<file path="src/hdl/tle_pkg.sv">
package tle_pkg;

    // store size used when the top level is not overridden
    localparam int DEPTH_DEF = 64;

    // fixed field widths
    localparam int VAL_W = 32;
    localparam int POS_W = 6;
    localparam int ACT_W = 2;
    localparam int ST_W  = 2;
    localparam int CNT_W = 7;

    // item kinds
    typedef enum logic [ACT_W-1:0] {
        ACT_APPEND     = 2'd0,
        ACT_REMOVE_AT  = 2'd1,
        ACT_LOOKUP     = 2'd2,
        ACT_REMOVE_VAL = 2'd3
    } t_action;

    // result status codes
    typedef enum logic [ST_W-1:0] {
        ST_OK        = 2'd0,
        ST_RANGE     = 2'd1,
        ST_FULL      = 2'd2,
        ST_NOT_FOUND = 2'd3
    } t_status;

    // sequencer states
    typedef enum logic [2:0] {
        S_IDLE = 3'b001,
        S_SCAN = 3'b010,
        S_RESP = 3'b100
    } t_state;

endpackage

</file>
<file path="src/hdl/tle_if.sv">
// input item channel
interface tle_in_if;
    logic                             valid;
    logic                             ready;
    logic [tle_pkg::ACT_W-1:0]        action;
    logic [tle_pkg::POS_W-1:0]        position;
    logic signed [tle_pkg::VAL_W-1:0] item_value;

    modport source (output valid, action, position, item_value, input ready);
    modport sink   (input valid, action, position, item_value, output ready);
endinterface

// result item channel
interface tle_out_if;
    logic                             valid;
    logic                             ready;
    logic signed [tle_pkg::VAL_W-1:0] read_value;
    logic [tle_pkg::ST_W-1:0]         status;
    logic [tle_pkg::CNT_W-1:0]        live_count;

    modport source (output valid, read_value, status, live_count, input ready);
    modport sink   (input valid, read_value, status, live_count, output ready);
endinterface

</file>
<file path="src/hdl/tombstone_list_engine.sv">
// channel   direction  handshake       payload
// i_in      in         valid / ready   action, position, item_value
// o_out     out        valid / ready   read_value, status, live_count
//
// one item at a time; items that scan use the store memory through its single read port
// lookup / remove scan the occupied slots from slot 0, stopping at the match
// append: compacts from the lowest removed slot when removed slots exist; out of range: no scan
// input is ready again on the same clock edge that loads the result into the output register
// synchronous reset clears counters and removed state; no memory clearing pass is needed
// a stalled output holds the result while the next item is taken in; its result then stalls
module tombstone_list_engine #(
    parameter int DEPTH = tle_pkg::DEPTH_DEF
) (
    input logic       i_clk,
    input logic       i_rst_n,
    tle_in_if.sink    i_in,
    tle_out_if.source o_out
);

    localparam int AW = $clog2(DEPTH);
    localparam int CW = $clog2(DEPTH + 1);
    localparam int MW = tle_pkg::VAL_W + 1;
    localparam int KW = (CW > tle_pkg::POS_W) ? CW : tle_pkg::POS_W;
    localparam logic [CW-1:0] DEPTH_C = CW'(DEPTH);

    // control state
    tle_pkg::t_state  r_state, n_state;
    logic [CW-1:0]    r_live, n_live;
    logic [CW-1:0]    r_dead, n_dead;
    logic [CW-1:0]    r_used, n_used;
    logic [CW-1:0]    r_low, n_low;
    logic             r_rv, n_rv;
    logic             r_ov, n_ov;

    // item and scan registers
    tle_pkg::t_action          r_op, n_op;
    logic [tle_pkg::POS_W-1:0] r_pos, n_pos;
    logic [tle_pkg::VAL_W-1:0] r_val, n_val;
    logic [CW-1:0]             r_ra, n_ra;
    logic [AW-1:0]             r_rslot, n_rslot;
    logic [CW-1:0]             r_seen, n_seen;
    logic [CW-1:0]             r_wp, n_wp;
    logic [tle_pkg::VAL_W-1:0] r_res_value, n_res_value;
    tle_pkg::t_status          r_res_status, n_res_status;
    logic [tle_pkg::VAL_W-1:0] r_ov_value, n_ov_value;
    tle_pkg::t_status          r_ov_status, n_ov_status;
    logic [tle_pkg::CNT_W-1:0] r_ov_count, n_ov_count;

    // memory port signals
    logic          ram_wr_en;
    logic [AW-1:0] ram_wr_addr;
    logic [MW-1:0] ram_wr_data;
    logic          ram_rd_en;
    logic [AW-1:0] ram_rd_addr;
    logic [MW-1:0] ram_rd_data;

    logic                      issue;
    logic                      live_hit;
    logic                      hit;
    logic                      q_mark;
    logic [tle_pkg::VAL_W-1:0] q_val;
    tle_pkg::t_action          in_act;

    // store: removed mark on top of the value
    tle_ram #(
        .WIDTH (MW),
        .DEPTH (DEPTH)
    ) u_store (
        .i_clk     (i_clk),
        .i_wr_en   (ram_wr_en),
        .i_wr_addr (ram_wr_addr),
        .i_wr_data (ram_wr_data),
        .i_rd_en   (ram_rd_en),
        .i_rd_addr (ram_rd_addr),
        .o_rd_data (ram_rd_data)
    );

    assign q_mark = ram_rd_data[MW-1];
    assign q_val  = ram_rd_data[tle_pkg::VAL_W-1:0];
    assign in_act = tle_pkg::t_action'(i_in.action);

    // sequencer: accept, scan the memory, build the result
    always_comb begin
        n_state      = r_state;
        n_live       = r_live;
        n_dead       = r_dead;
        n_used       = r_used;
        n_low        = r_low;
        n_rv         = r_rv;
        n_ov         = r_ov;
        n_op         = r_op;
        n_pos        = r_pos;
        n_val        = r_val;
        n_ra         = r_ra;
        n_rslot      = r_rslot;
        n_seen       = r_seen;
        n_wp         = r_wp;
        n_res_value  = r_res_value;
        n_res_status = r_res_status;
        n_ov_value   = r_ov_value;
        n_ov_status  = r_ov_status;
        n_ov_count   = r_ov_count;
        ram_wr_en    = 1'b0;
        ram_wr_addr  = r_wp[AW-1:0];
        ram_wr_data  = {1'b0, r_val};
        ram_rd_en    = 1'b0;
        ram_rd_addr  = r_ra[AW-1:0];
        issue        = 1'b0;
        live_hit     = 1'b0;
        hit          = 1'b0;

        if (o_out.valid && o_out.ready) begin
            n_ov = 1'b0;
        end

        case (r_state)
            tle_pkg::S_IDLE: begin
                if (i_in.valid) begin
                    n_op   = in_act;
                    n_pos  = i_in.position;
                    n_val  = i_in.item_value;
                    n_seen = '0;
                    n_rv   = 1'b0;
                    if (in_act == tle_pkg::ACT_APPEND) begin
                        // when slots are removed, compaction starts at the lowest removed slot
                        n_ra    = (r_dead != '0) ? r_low : r_used;
                        n_wp    = (r_dead != '0) ? r_low : r_live;
                        n_state = tle_pkg::S_SCAN;
                    end else if ((in_act == tle_pkg::ACT_REMOVE_AT ||
                                  in_act == tle_pkg::ACT_LOOKUP) &&
                                 KW'(i_in.position) >= KW'(r_live)) begin
                        n_res_value  = '0;
                        n_res_status = tle_pkg::ST_RANGE;
                        n_state      = tle_pkg::S_RESP;
                    end else begin
                        n_ra    = '0;
                        n_state = tle_pkg::S_SCAN;
                    end
                end
            end

            tle_pkg::S_SCAN: begin
                issue    = (r_ra < r_used);
                live_hit = r_rv && !q_mark;
                case (r_op)
                    tle_pkg::ACT_REMOVE_AT,
                    tle_pkg::ACT_LOOKUP:     hit = live_hit && (KW'(r_seen) == KW'(r_pos));
                    tle_pkg::ACT_REMOVE_VAL: hit = live_hit && (q_val == r_val);
                    default:                 hit = 1'b0;
                endcase

                if (hit) begin
                    // matching slot found: read out and maybe mark removed
                    n_res_status = tle_pkg::ST_OK;
                    n_res_value  = (r_op == tle_pkg::ACT_REMOVE_VAL) ? '0 : q_val;
                    if (r_op != tle_pkg::ACT_LOOKUP) begin
                        ram_wr_en   = 1'b1;
                        ram_wr_addr = r_rslot;
                        ram_wr_data = {1'b1, q_val};
                        n_live      = r_live - CW'(1);
                        n_dead      = r_dead + CW'(1);
                        if (CW'(r_rslot) < r_low) begin
                            n_low = CW'(r_rslot);
                        end
                    end
                    n_rv    = 1'b0;
                    n_state = tle_pkg::S_RESP;
                end else begin
                    // count live slots; compaction moves them down
                    if (live_hit) begin
                        n_seen = r_seen + CW'(1);
                        if (r_op == tle_pkg::ACT_APPEND) begin
                            ram_wr_en   = 1'b1;
                            ram_wr_addr = r_wp[AW-1:0];
                            ram_wr_data = {1'b0, q_val};
                            n_wp        = r_wp + CW'(1);
                        end
                    end
                    if (issue) begin
                        ram_rd_en = 1'b1;
                        n_ra      = r_ra + CW'(1);
                    end
                    n_rv    = issue;
                    n_rslot = r_ra[AW-1:0];

                    // scan exhausted with nothing in flight
                    if (!issue && !r_rv) begin
                        n_res_value = '0;
                        case (r_op)
                            tle_pkg::ACT_APPEND: begin
                                n_dead = '0;
                                n_low  = DEPTH_C;
                                if (r_wp >= DEPTH_C) begin
                                    n_res_status = tle_pkg::ST_FULL;
                                    n_live       = r_wp;
                                    n_used       = r_wp;
                                end else begin
                                    ram_wr_en    = 1'b1;
                                    ram_wr_addr  = r_wp[AW-1:0];
                                    ram_wr_data  = {1'b0, r_val};
                                    n_res_status = tle_pkg::ST_OK;
                                    n_live       = r_wp + CW'(1);
                                    n_used       = r_wp + CW'(1);
                                end
                            end
                            tle_pkg::ACT_REMOVE_VAL: n_res_status = tle_pkg::ST_NOT_FOUND;
                            default:                 n_res_status = tle_pkg::ST_RANGE;
                        endcase
                        n_state = tle_pkg::S_RESP;
                    end
                end
            end

            tle_pkg::S_RESP: begin
                // load the output register once it is free
                if (!r_ov || o_out.ready) begin
                    n_ov        = 1'b1;
                    n_ov_value  = r_res_value;
                    n_ov_status = r_res_status;
                    n_ov_count  = tle_pkg::CNT_W'(r_live);
                    n_state     = tle_pkg::S_IDLE;
                end
            end

            default: begin
                n_state = tle_pkg::S_IDLE;
            end
        endcase
    end

    // control registers
    always_ff @(posedge i_clk) begin
        if (!i_rst_n) begin
            r_state <= tle_pkg::S_IDLE;
            r_live  <= '0;
            r_dead  <= '0;
            r_used  <= '0;
            r_low   <= DEPTH_C;
            r_rv    <= 1'b0;
            r_ov    <= 1'b0;
        end else begin
            r_state <= n_state;
            r_live  <= n_live;
            r_dead  <= n_dead;
            r_used  <= n_used;
            r_low   <= n_low;
            r_rv    <= n_rv;
            r_ov    <= n_ov;
        end
    end

    // payload registers
    always_ff @(posedge i_clk) begin
        r_op         <= n_op;
        r_pos        <= n_pos;
        r_val        <= n_val;
        r_ra         <= n_ra;
        r_rslot      <= n_rslot;
        r_seen       <= n_seen;
        r_wp         <= n_wp;
        r_res_value  <= n_res_value;
        r_res_status <= n_res_status;
        r_ov_value   <= n_ov_value;
        r_ov_status  <= n_ov_status;
        r_ov_count   <= n_ov_count;
    end

    // ports
    assign i_in.ready       = (r_state == tle_pkg::S_IDLE);
    assign o_out.valid      = r_ov;
    assign o_out.read_value = r_ov_value;
    assign o_out.status     = r_ov_status;
    assign o_out.live_count = r_ov_count;

    // occupied region is live plus removed slots
    a_used_sum: assert property (@(posedge i_clk) disable iff (!i_rst_n)
        (CW+1)'(r_live) + (CW+1)'(r_dead) == (CW+1)'(r_used))
        else $error("occupied count out of step with live and removed counts");

    // lowest removed slot is set exactly when some slot is removed
    a_low_mark: assert property (@(posedge i_clk) disable iff (!i_rst_n)
        (r_dead == '0) == (r_low == DEPTH_C))
        else $error("lowest removed slot disagrees with removed count");

    // no memory read still in flight when a new item may enter
    a_idle_quiet: assert property (@(posedge i_clk) disable iff (!i_rst_n)
        i_in.ready |-> !r_rv)
        else $error("read in flight while idle");

    // compaction writes never overtake the slot being read back
    a_compact_order: assert property (@(posedge i_clk) disable iff (!i_rst_n)
        (r_state == tle_pkg::S_SCAN && r_op == tle_pkg::ACT_APPEND && r_rv)
            |-> (CW'(r_rslot) >= r_wp))
        else $error("compaction write pointer passed read slot");

    // a result only appears after the response step
    a_result_src: assert property (@(posedge i_clk) disable iff (!i_rst_n)
        $rose(r_ov) |-> $past(r_state == tle_pkg::S_RESP))
        else $error("result raised outside the response step");

endmodule

</file>
<file path="src/hdl/tle_ram.sv">
module tle_ram #(
    parameter int WIDTH = tle_pkg::VAL_W + 1,
    parameter int DEPTH = tle_pkg::DEPTH_DEF,
    localparam int AW   = $clog2(DEPTH)
) (
    input  logic             i_clk,
    input  logic             i_wr_en,
    input  logic [AW-1:0]    i_wr_addr,
    input  logic [WIDTH-1:0] i_wr_data,
    input  logic             i_rd_en,
    input  logic [AW-1:0]    i_rd_addr,
    output logic [WIDTH-1:0] o_rd_data
);

    logic [WIDTH-1:0] r_mem [DEPTH];
    logic [WIDTH-1:0] r_rd_data;

    // write port
    always_ff @(posedge i_clk) begin
        if (i_wr_en) begin
            r_mem[i_wr_addr] <= i_wr_data;
        end
    end

    // registered read port
    always_ff @(posedge i_clk) begin
        if (i_rd_en) begin
            r_rd_data <= r_mem[i_rd_addr];
        end
    end

    assign o_rd_data = r_rd_data;

endmodule
</file>
<file path="src/flat_wrapper.sv">
// flat-port wrapper written by rule: the top's interface ports become plain ports
module tombstone_list_engine_flat 
#(
    parameter int DEPTH = tle_pkg::DEPTH_DEF
)
  (i_clk, i_rst_n, i_in_valid, i_in_action, i_in_position, i_in_item_value, i_in_ready, o_out_valid, o_out_read_value, o_out_status, o_out_live_count, o_out_ready);
  tle_in_if i_in_i ();
  tle_out_if o_out_i ();
  input logic i_clk;
  input logic i_rst_n;
  input wire logic [$bits(i_in_i.valid)-1:0] i_in_valid;
  input wire logic [$bits(i_in_i.action)-1:0] i_in_action;
  input wire logic [$bits(i_in_i.position)-1:0] i_in_position;
  input wire logic [$bits(i_in_i.item_value)-1:0] i_in_item_value;
  output wire logic [$bits(i_in_i.ready)-1:0] i_in_ready;
  output wire logic [$bits(o_out_i.valid)-1:0] o_out_valid;
  output wire logic [$bits(o_out_i.read_value)-1:0] o_out_read_value;
  output wire logic [$bits(o_out_i.status)-1:0] o_out_status;
  output wire logic [$bits(o_out_i.live_count)-1:0] o_out_live_count;
  input wire logic [$bits(o_out_i.ready)-1:0] o_out_ready;
  assign i_in_i.valid = i_in_valid;
  assign i_in_i.action = i_in_action;
  assign i_in_i.position = i_in_position;
  assign i_in_i.item_value = i_in_item_value;
  assign i_in_ready = i_in_i.ready;
  assign o_out_valid = o_out_i.valid;
  assign o_out_read_value = o_out_i.read_value;
  assign o_out_status = o_out_i.status;
  assign o_out_live_count = o_out_i.live_count;
  assign o_out_i.ready = o_out_ready;
  tombstone_list_engine #(.DEPTH(DEPTH)) u_core (.i_clk(i_clk), .i_rst_n(i_rst_n), .i_in(i_in_i), .o_out(o_out_i));
endmodule
</file>
<file path="config.mk">
export PLATFORM = sky130hd
export DESIGN_NAME = tombstone_list_engine_flat
export DESIGN_NICKNAME = d
export VERILOG_FILES = /design/src/hdl/tle_pkg.sv /design/src/hdl/tle_if.sv /design/src/hdl/tombstone_list_engine.sv /design/src/hdl/tle_ram.sv /design/src/flat_wrapper.sv
export SDC_FILE = /design/constraint.sdc
export NUM_CORES = 2
export LEC_CHECK = 0
export BUFFER_PORTS_ARGS = -buffer_cell sky130_fd_sc_hd__buf_2
export CORE_MARGIN = 5
export CORE_UTILIZATION = 56
export CTS_CLUSTER_SIZE = 8
export DETAILED_ROUTE_END_ITERATION = 8
export PLACE_DENSITY = 0.74
export SYNTH_ARGS = -nofsm -noshare
export SYNTH_HDL_FRONTEND = slang
export SYNTH_SLANG_ARGS = --single-unit
</file>
<file path="constraint.sdc">
create_clock -name i_clk -period 5.1 [get_ports i_clk]
set_clock_uncertainty 0.05 [all_clocks]
set_input_delay 0 -clock i_clk [delete_from_list [all_inputs] [get_ports i_clk]]
set_output_delay 0 -clock i_clk [all_outputs]
set_load 0.005 [all_outputs]
</file>
Word level (Yosys, flattened, before mapping)
Memories as Yosys holds them, arrays and structs flattened. A register that Yosys moved wholly into a read port is not among the register bits.
Index checks and enable logic that the tools add are counted.
- input bits: 44
- RAM bits: 2112
- output and inout port bits: 43
- memories: 1
- flip-flop bits (word level): 175
- logic and storage cells: 171
- reductions and logical operators: 31
- mux-type cells: 86
- add/sub/neg operators: 5
- equality and inequality tests: 24
- order comparisons: 4
- bitwise logic cells: 1
- memory list (memory ; depth ; bits a word ; rd ports ; clocked after Yosys merged registers in ; write ports ; RTL line ; source):
    u_core.u_store.r_mem ; 64 ; 33 ; 1 ; 1 ; 1 ; tle_ram.sv:15 ; logic [WIDTH-1:0] r_mem [DEPTH];
- operator list (kind ; count):
    33-bit 2-to-1 mux ; 7
    32-bit 2-to-1 mux ; 7
    7-bit 2-to-1 mux ; 29
    32-bit case mux with 2 select lines ; 1
    7-bit case mux with 2 select lines ; 3
    32-bit equality test ; 1
    7-bit by 1-bit adder with 7-bit output (second input constant) ; 4
    1-bit 2-to-1 mux ; 19
    3-bit 2-to-1 mux ; 6
    6-bit 2-to-1 mux ; 3
    5-bit AND reduction ; 3
    2-bit 2-to-1 mux ; 6
    2-bit by 1-bit != test with 1-bit output (second input constant) ; 6
    2-bit != test (second input constant) ; 6
    4-bit AND reduction ; 3
    3-bit case mux with 3 select lines ; 1
    2-bit case mux with 2 select lines ; 2
    2-bit AND reduction ; 4
    7-bit by 6-bit equality test with 1-bit output ; 1
    6-bit by 7-bit >= comparator with 1-bit output ; 1
    7-bit >= comparator (second input constant) ; 1
    6-bit by 7-bit less-than comparator with 1-bit output ; 1
    7-bit less-than comparator ; 1
    7-bit nonzero test ; 1
    other kinds (18) ; 34

Depth between registers and ports, before layout
- depth after elaboration: 10
- depth in mapped cells: 12
- mapped depth without buffers: 9

By module
Synthesis repeated with hierarchy kept, for this count alone.
- cell total of the unflattened synthesis: 4264
- area total of the unflattened synthesis: 89728.6 µm²
- modules (own cells, without submodules) (module ; area an instance (µm²) ; seq. area each (µm²) ; cells an instance ; times used):
    tle_ram ; 81424.3 ; 64411.8 ; 3610 ; 1
    tombstone_list_engine ; 8304.2 ; 4924.7 ; 654 ; 1

Worst setup path before layout
OpenSTA, ideal clock, no wires.
- path type: register to register
- start point: reg u_core.r_val[30] in the netlist's numbering
- end point: reg u_core.r_res_status[0], enable pin
- setup time: 0.477 ns
- slack: 0.162 ns
- cell stages (with the launch flop): 9
- arrival: 4.412 ns
- required time: 4.573 ns
- path buffers: 1
- period minus slack after synthesis: 4.938 ns
- cells stage by stage: edfxtp_1 -> xor2_1 -> nor4_1 -> nand2_1 -> o41ai_4 -> and2_1 -> buf_2 -> nor3_1 -> a211oi_1
- longest elaborated chain between the ends: 6
- RTL lines (item ; RTL line ; source):
    start, declared ; tombstone_list_engine.sv:38 ; logic [tle_pkg::VAL_W-1:0] r_val, n_val;
    start signal, assigned ; tombstone_list_engine.sv:256 ; r_val <= n_val;
    32-bit equality test ; tombstone_list_engine.sv:148 ; tle_pkg::ACT_REMOVE_VAL: hit = live_hit && (q_val == r_val);
    1-bit logical AND ; tombstone_list_engine.sv:148 ;
    1-bit case mux with 2 select lines ; tombstone_list_engine.sv:145 ; case (r_op)
    1-bit 2-to-1 mux ; tombstone_list_engine.sv:116 ; case (r_state)
    3-bit by 1-bit != test with 1-bit output (no line) ; n/a ;
    5-bit AND reduction (no line) ; n/a ;
    end signal, assigned ; tombstone_list_engine.sv:262 ; r_res_status <= n_res_status;
    end, declared ; tombstone_list_engine.sv:44 ; tle_pkg::t_status r_res_status, n_res_status;
No other way between the ends. The select of a mux whose other input is x is not followed.
A chain may end at the register's enable or synchronous reset.

Worst setup path in the final report
- start point: reg u_core.r_op[0]
- end point: mem u_core.u_store.r_mem[57][27] in the netlist's numbering, enable pin
- longest elaborated chain between the ends: 10
- elaborated cells on any way between the ends: 21
- those cells by class: 4 x eq/ne; 15 x mux; 2 x reduce/logical
- RTL lines (item ; RTL line ; source):
    start, declared ; tombstone_list_engine.sv:36 ; tle_pkg::t_action r_op, n_op;
    start signal, assigned ; tombstone_list_engine.sv:254 ; r_op <= n_op;
    2-bit logical NOT ; tombstone_list_engine.sv:172, tombstone_list_engine.sv:189 ;
    1-bit 2-to-1 mux ; tombstone_list_engine.sv:172 ; if (r_op == tle_pkg::ACT_APPEND) begin
    1-bit 2-to-1 mux ; tombstone_list_engine.sv:170 ; if (live_hit) begin
    1-bit 2-to-1 mux ; tombstone_list_engine.sv:193 ; if (r_wp >= DEPTH_C) begin
    1-bit 2-to-1 mux ; tombstone_list_engine.sv:189 ; case (r_op)
    1-bit 2-to-1 mux ; tombstone_list_engine.sv:187 ; if (!issue && !r_rv) begin
    1-bit 2-to-1 mux ; tombstone_list_engine.sv:152 ; if (hit) begin
    1-bit 2-to-1 mux ; tombstone_list_engine.sv:116 ;
    1-bit 2-to-1 mux ; tle_ram.sv:20 ; if (i_wr_en) begin
    1-bit 2-to-1 mux (implied by the code) ; tle_ram.sv:21 ; r_mem[i_wr_addr] <= i_wr_data;
    end, declared ; tle_ram.sv:15 ;
Parallel ways exist; a longest one is shown, timed or not. The select of a mux whose other input is x is not followed.

==> results.sh <==
export IMPL_status="completed"
export IMPL_grt_pass1_vias=44505
export IMPL_cp_end_kind="flip-flop"
export IMPL_dp_cells=5921
export IMPL_antenna_found_initial=23
export IMPL_post_dp_hpwl_mm=117
export IMPL_die_h_um=410
export IMPL_setup_violations_final=0
export IMPL_tns_ps=0
export IMPL_start_util_pct=56.4
export IMPL_maxCapViolCount=0
export IMPL_core_area_um2=159000
export IMPL_drc=0
export IMPL_port_buffers=86
export IMPL_p_total_mw=43.5
export IMPL_critPathMaxFanout=24
export IMPL_vias_per_cell=6.81
export IMPL_synth_edf_count=2287
export IMPL_synth_ff_type="edfxtp_1"
export IMPL_max_slew_worst_pin_slew_ps=1270
export IMPL_critPathMostFrequentCell="buf_4"
export IMPL_synth_avg_cell_area_um2=23.6
export IMPL_crit_type="reg -> reg"
export IMPL_ir_drop_mv=0.395
export IMPL_htree_levels=5
export IMPL_max_slew_margin_pct=14.8
export IMPL_die_area_um2=168000
export IMPL_cts_buffer_depth=4
export IMPL_synth_cells=3788
export IMPL_n_fill_cell=9568
export IMPL_final_nets=4350
export IMPL_ys_top_cells_by_area="edfxtp_1 77%, mux4_2 17%, dfxtp_1 0.74%"
export IMPL_ys_warn_count=0
export IMPL_hold_viol_final=0
export IMPL_cts_root_buf="clkbuf_16"
export IMPL_numCtsBuffers=340
export IMPL_drv_slew=0
export IMPL_cts_tree="built"
export IMPL_grt_max_degree=148
export IMPL_cp_required_ps=5620
export IMPL_gp_congestion=0.845
export IMPL_vias=43553
export IMPL_crit_chain="inv_1, ha_1, nor3b_1, nand4b_1, o21ai_1, and2_1, nand2_1, buf_4, mux2i_2, nor3_2, buf_4"
export IMPL_startpoint_type="flip-flop"
export IMPL_finalWorstSetupSlack_ps=817
export IMPL_std_cell_rows=146
export IMPL_cp_slowest_stage_delay_ps=950
export IMPL_fin_crit_ps=4280
export IMPL_place_ws_ps=1070
export IMPL_clk_pin_slew_ps=50
export IMPL_grt_pass1_wl_mm=320
export IMPL_first_pass_iters=6
export IMPL_synth_common_cells="2,287 x edfxtp_1, 693 x mux4_2, 116 x clkbuf_1, 69 x nor2_1, 64 x buf_2"
export IMPL_syn_nets=3861
export IMPL_fmax_mhz=233
export IMPL_min_period_over_period_pct=84.0
export IMPL_wl_per_cell_um=34.7
export IMPL_cts_sinks=2320
export IMPL_dpl_instance_area_um2=94000
export IMPL_grt_remaining_overflow=0
export IMPL_synthesis_area_um2=89500
export IMPL_synth_cell_types=54
export IMPL_p_leak_nw=32.3
export IMPL_crit_slowest_cell="mux2i_2"
export IMPL_io_pins=87
export IMPL_grt_usage_pct=26.6
export IMPL_async_reset_ff_share_pct=0
export IMPL_area_growth_pct=15.8
export IMPL_synth_top_area_cell="edfxtp_1"
export IMPL_drt_wl_total_mm=222
export IMPL_synth_most_common_cell="edfxtp_1"
export IMPL_grt_setup_unrepaired="false"
export IMPL_seq_area_frac_synth_pct=77.4
export IMPL_layout_drive_gt1_share_pct=32.9
export IMPL_powerDensity_nw_per_um2=419
export IMPL_hp_class="in -> reg"
export IMPL_drtIter0Drc=6265
export IMPL_cts_setup_buffers=0
export IMPL_clk_latency_ps=930
export IMPL_synth_seq_cells=2320
export IMPL_final_area_um2=104000
export IMPL_die_w_um=410
export IMPL_final_cell_count_no_fill=6394
export IMPL_cp_arrival_ps=4810
export IMPL_netlist_area_leader_share_pct=76.7
export IMPL_antenna_left=0
## per-layer routing
| layer | vias up | part of all wire (%) | wire length, µm | GRT usage (%) |
|---|---|---|---|---|
| li1 | 17034 | - | - | - |
| met1 | 23105 | 37 | 81800 | 37.4 |
| met2 | 3006 | 49 | 110000 | 42.5 |
| met3 | 404 | 11 | 24600 | 6.60 |
| met4 | 4 | 2.5 | 5590 | 7.40 |
| met5 | - | 0.0099 | 22 | 0 |
## final cells by class
cell class                 count  area, µm²  area share [%]
clock buffer                 373       8740            8.43
tap                         2072       2590            2.50
clock inverter                 9       70.1          0.0676
antenna                        5       12.5          0.0121
inverter                      37        139           0.134
multi-input combinational   1235      19600            18.9
sequential                  2320      69300            66.9
timing repair buffer         343       3150            3.04
## state kept, by name, indices dropped and copies added (netlist names)
signal / cells
u_core.r_wp: 7
u_core.r_rv: 1
u_core.r_used: 7
u_core.r_res_status: 2
u_core.r_low: 7
u_core.r_pos: 6
u_core.r_ra: 7
u_core.u_store.o_rd_data: 33
u_core.r_res_value: 32
u_core.r_rslot: 6
u_core.r_state: 3
u_core.r_val: 32
u_core.o_out.status: 2
u_core.o_out.live_count: 7
u_core.r_dead: 7
u_core.r_seen: 7
u_core.o_out.valid: 1
u_core.r_op: 2
u_core.o_out.read_value: 32
u_core.r_live: 7
u_core.u_store.r_mem: 2112
## final timing paths
path / start / to / slack [ps] / cells past startpoint
worst min register to register: u_core.r_res_value[24] / u_core.o_out.read_value[24] / 360 / 0
worst max-delay path: u_core.r_op[0] / u_core.u_store.r_mem[57][27] / 820 / 11
worst min-delay path: i_in_valid / u_core.r_state[0] / 80 / 4
worst max register to register: u_core.r_op[0] / u_core.u_store.r_mem[57][27] / 820 / 11
## worst max-delay path, delay by kind of cell, from the launching register on
family	cells	cell delay, ps
flip-flops	1	360
multiplexers	1	950
adder cells (fa/ha/maj)	1	250
AND/OR/NAND/NOR	5	1260
AO/OA/AOI/OAI	1	430
buffers and inverters	3	650
## placed cells by master, fill, tap and decap left out, types with 16 or more instances in the layout
cell / instances
xnor2_1: 17
o21ai_0: 16
nand3_1: 19
nand2_1: 45
edfxtp_1: 2287
and2_1: 35
nor3_2: 50
buf_12: 46
xor2_1: 40
ha_1: 29
inv_1: 37
clkbuf_16: 345
a21oi_1: 49
nor2_1: 53
dfxtp_1: 33
clkbuf_1: 28
mux2_2: 34
dlygate4sd3_1: 86
buf_4: 125
nor2_4: 16
mux4_2: 693
buf_2: 86
## kinds of logic after synthesis
| kind of cell | after synthesis | synth area share (%) |
|---|---|---|
| mux | 739 | 18.0 |
| flops | 2320 | 77.4 |
| buf+inv | 233 | 1.07 |
| xor+xnor | 57 | 0.558 |
| simple gates | 295 | 1.68 |
| fa+ha+maj | 29 | 0.405 |
| compound gates | 115 | 0.836 |
## metrics by stage
step / util, % / hold slack (ps)
final: 65.3 / 83.5
after global routing: 65.3 / 73.0
after CTS: 65.3 / 31.2
after floorplan: - / 48.9
after detailed placement: 59.2 / 131
after global placement: 59.2 / 131
## repair_timing
action | in CTS | in global routing
endpoints found under the hold margin | 169 | 0
gates resized for setup | 0 | 0
hold buffers | 86 | 0
## power breakdown
| group | switching (mW) | internal (mW) |
|---|---|---|
| clock network | 7.40 | 11.8 |
| registers | 0.0731 | 21.2 |
| logic | 1.75 | 1.15 |
No activity file was read; power rests on OpenSTA's default activity.
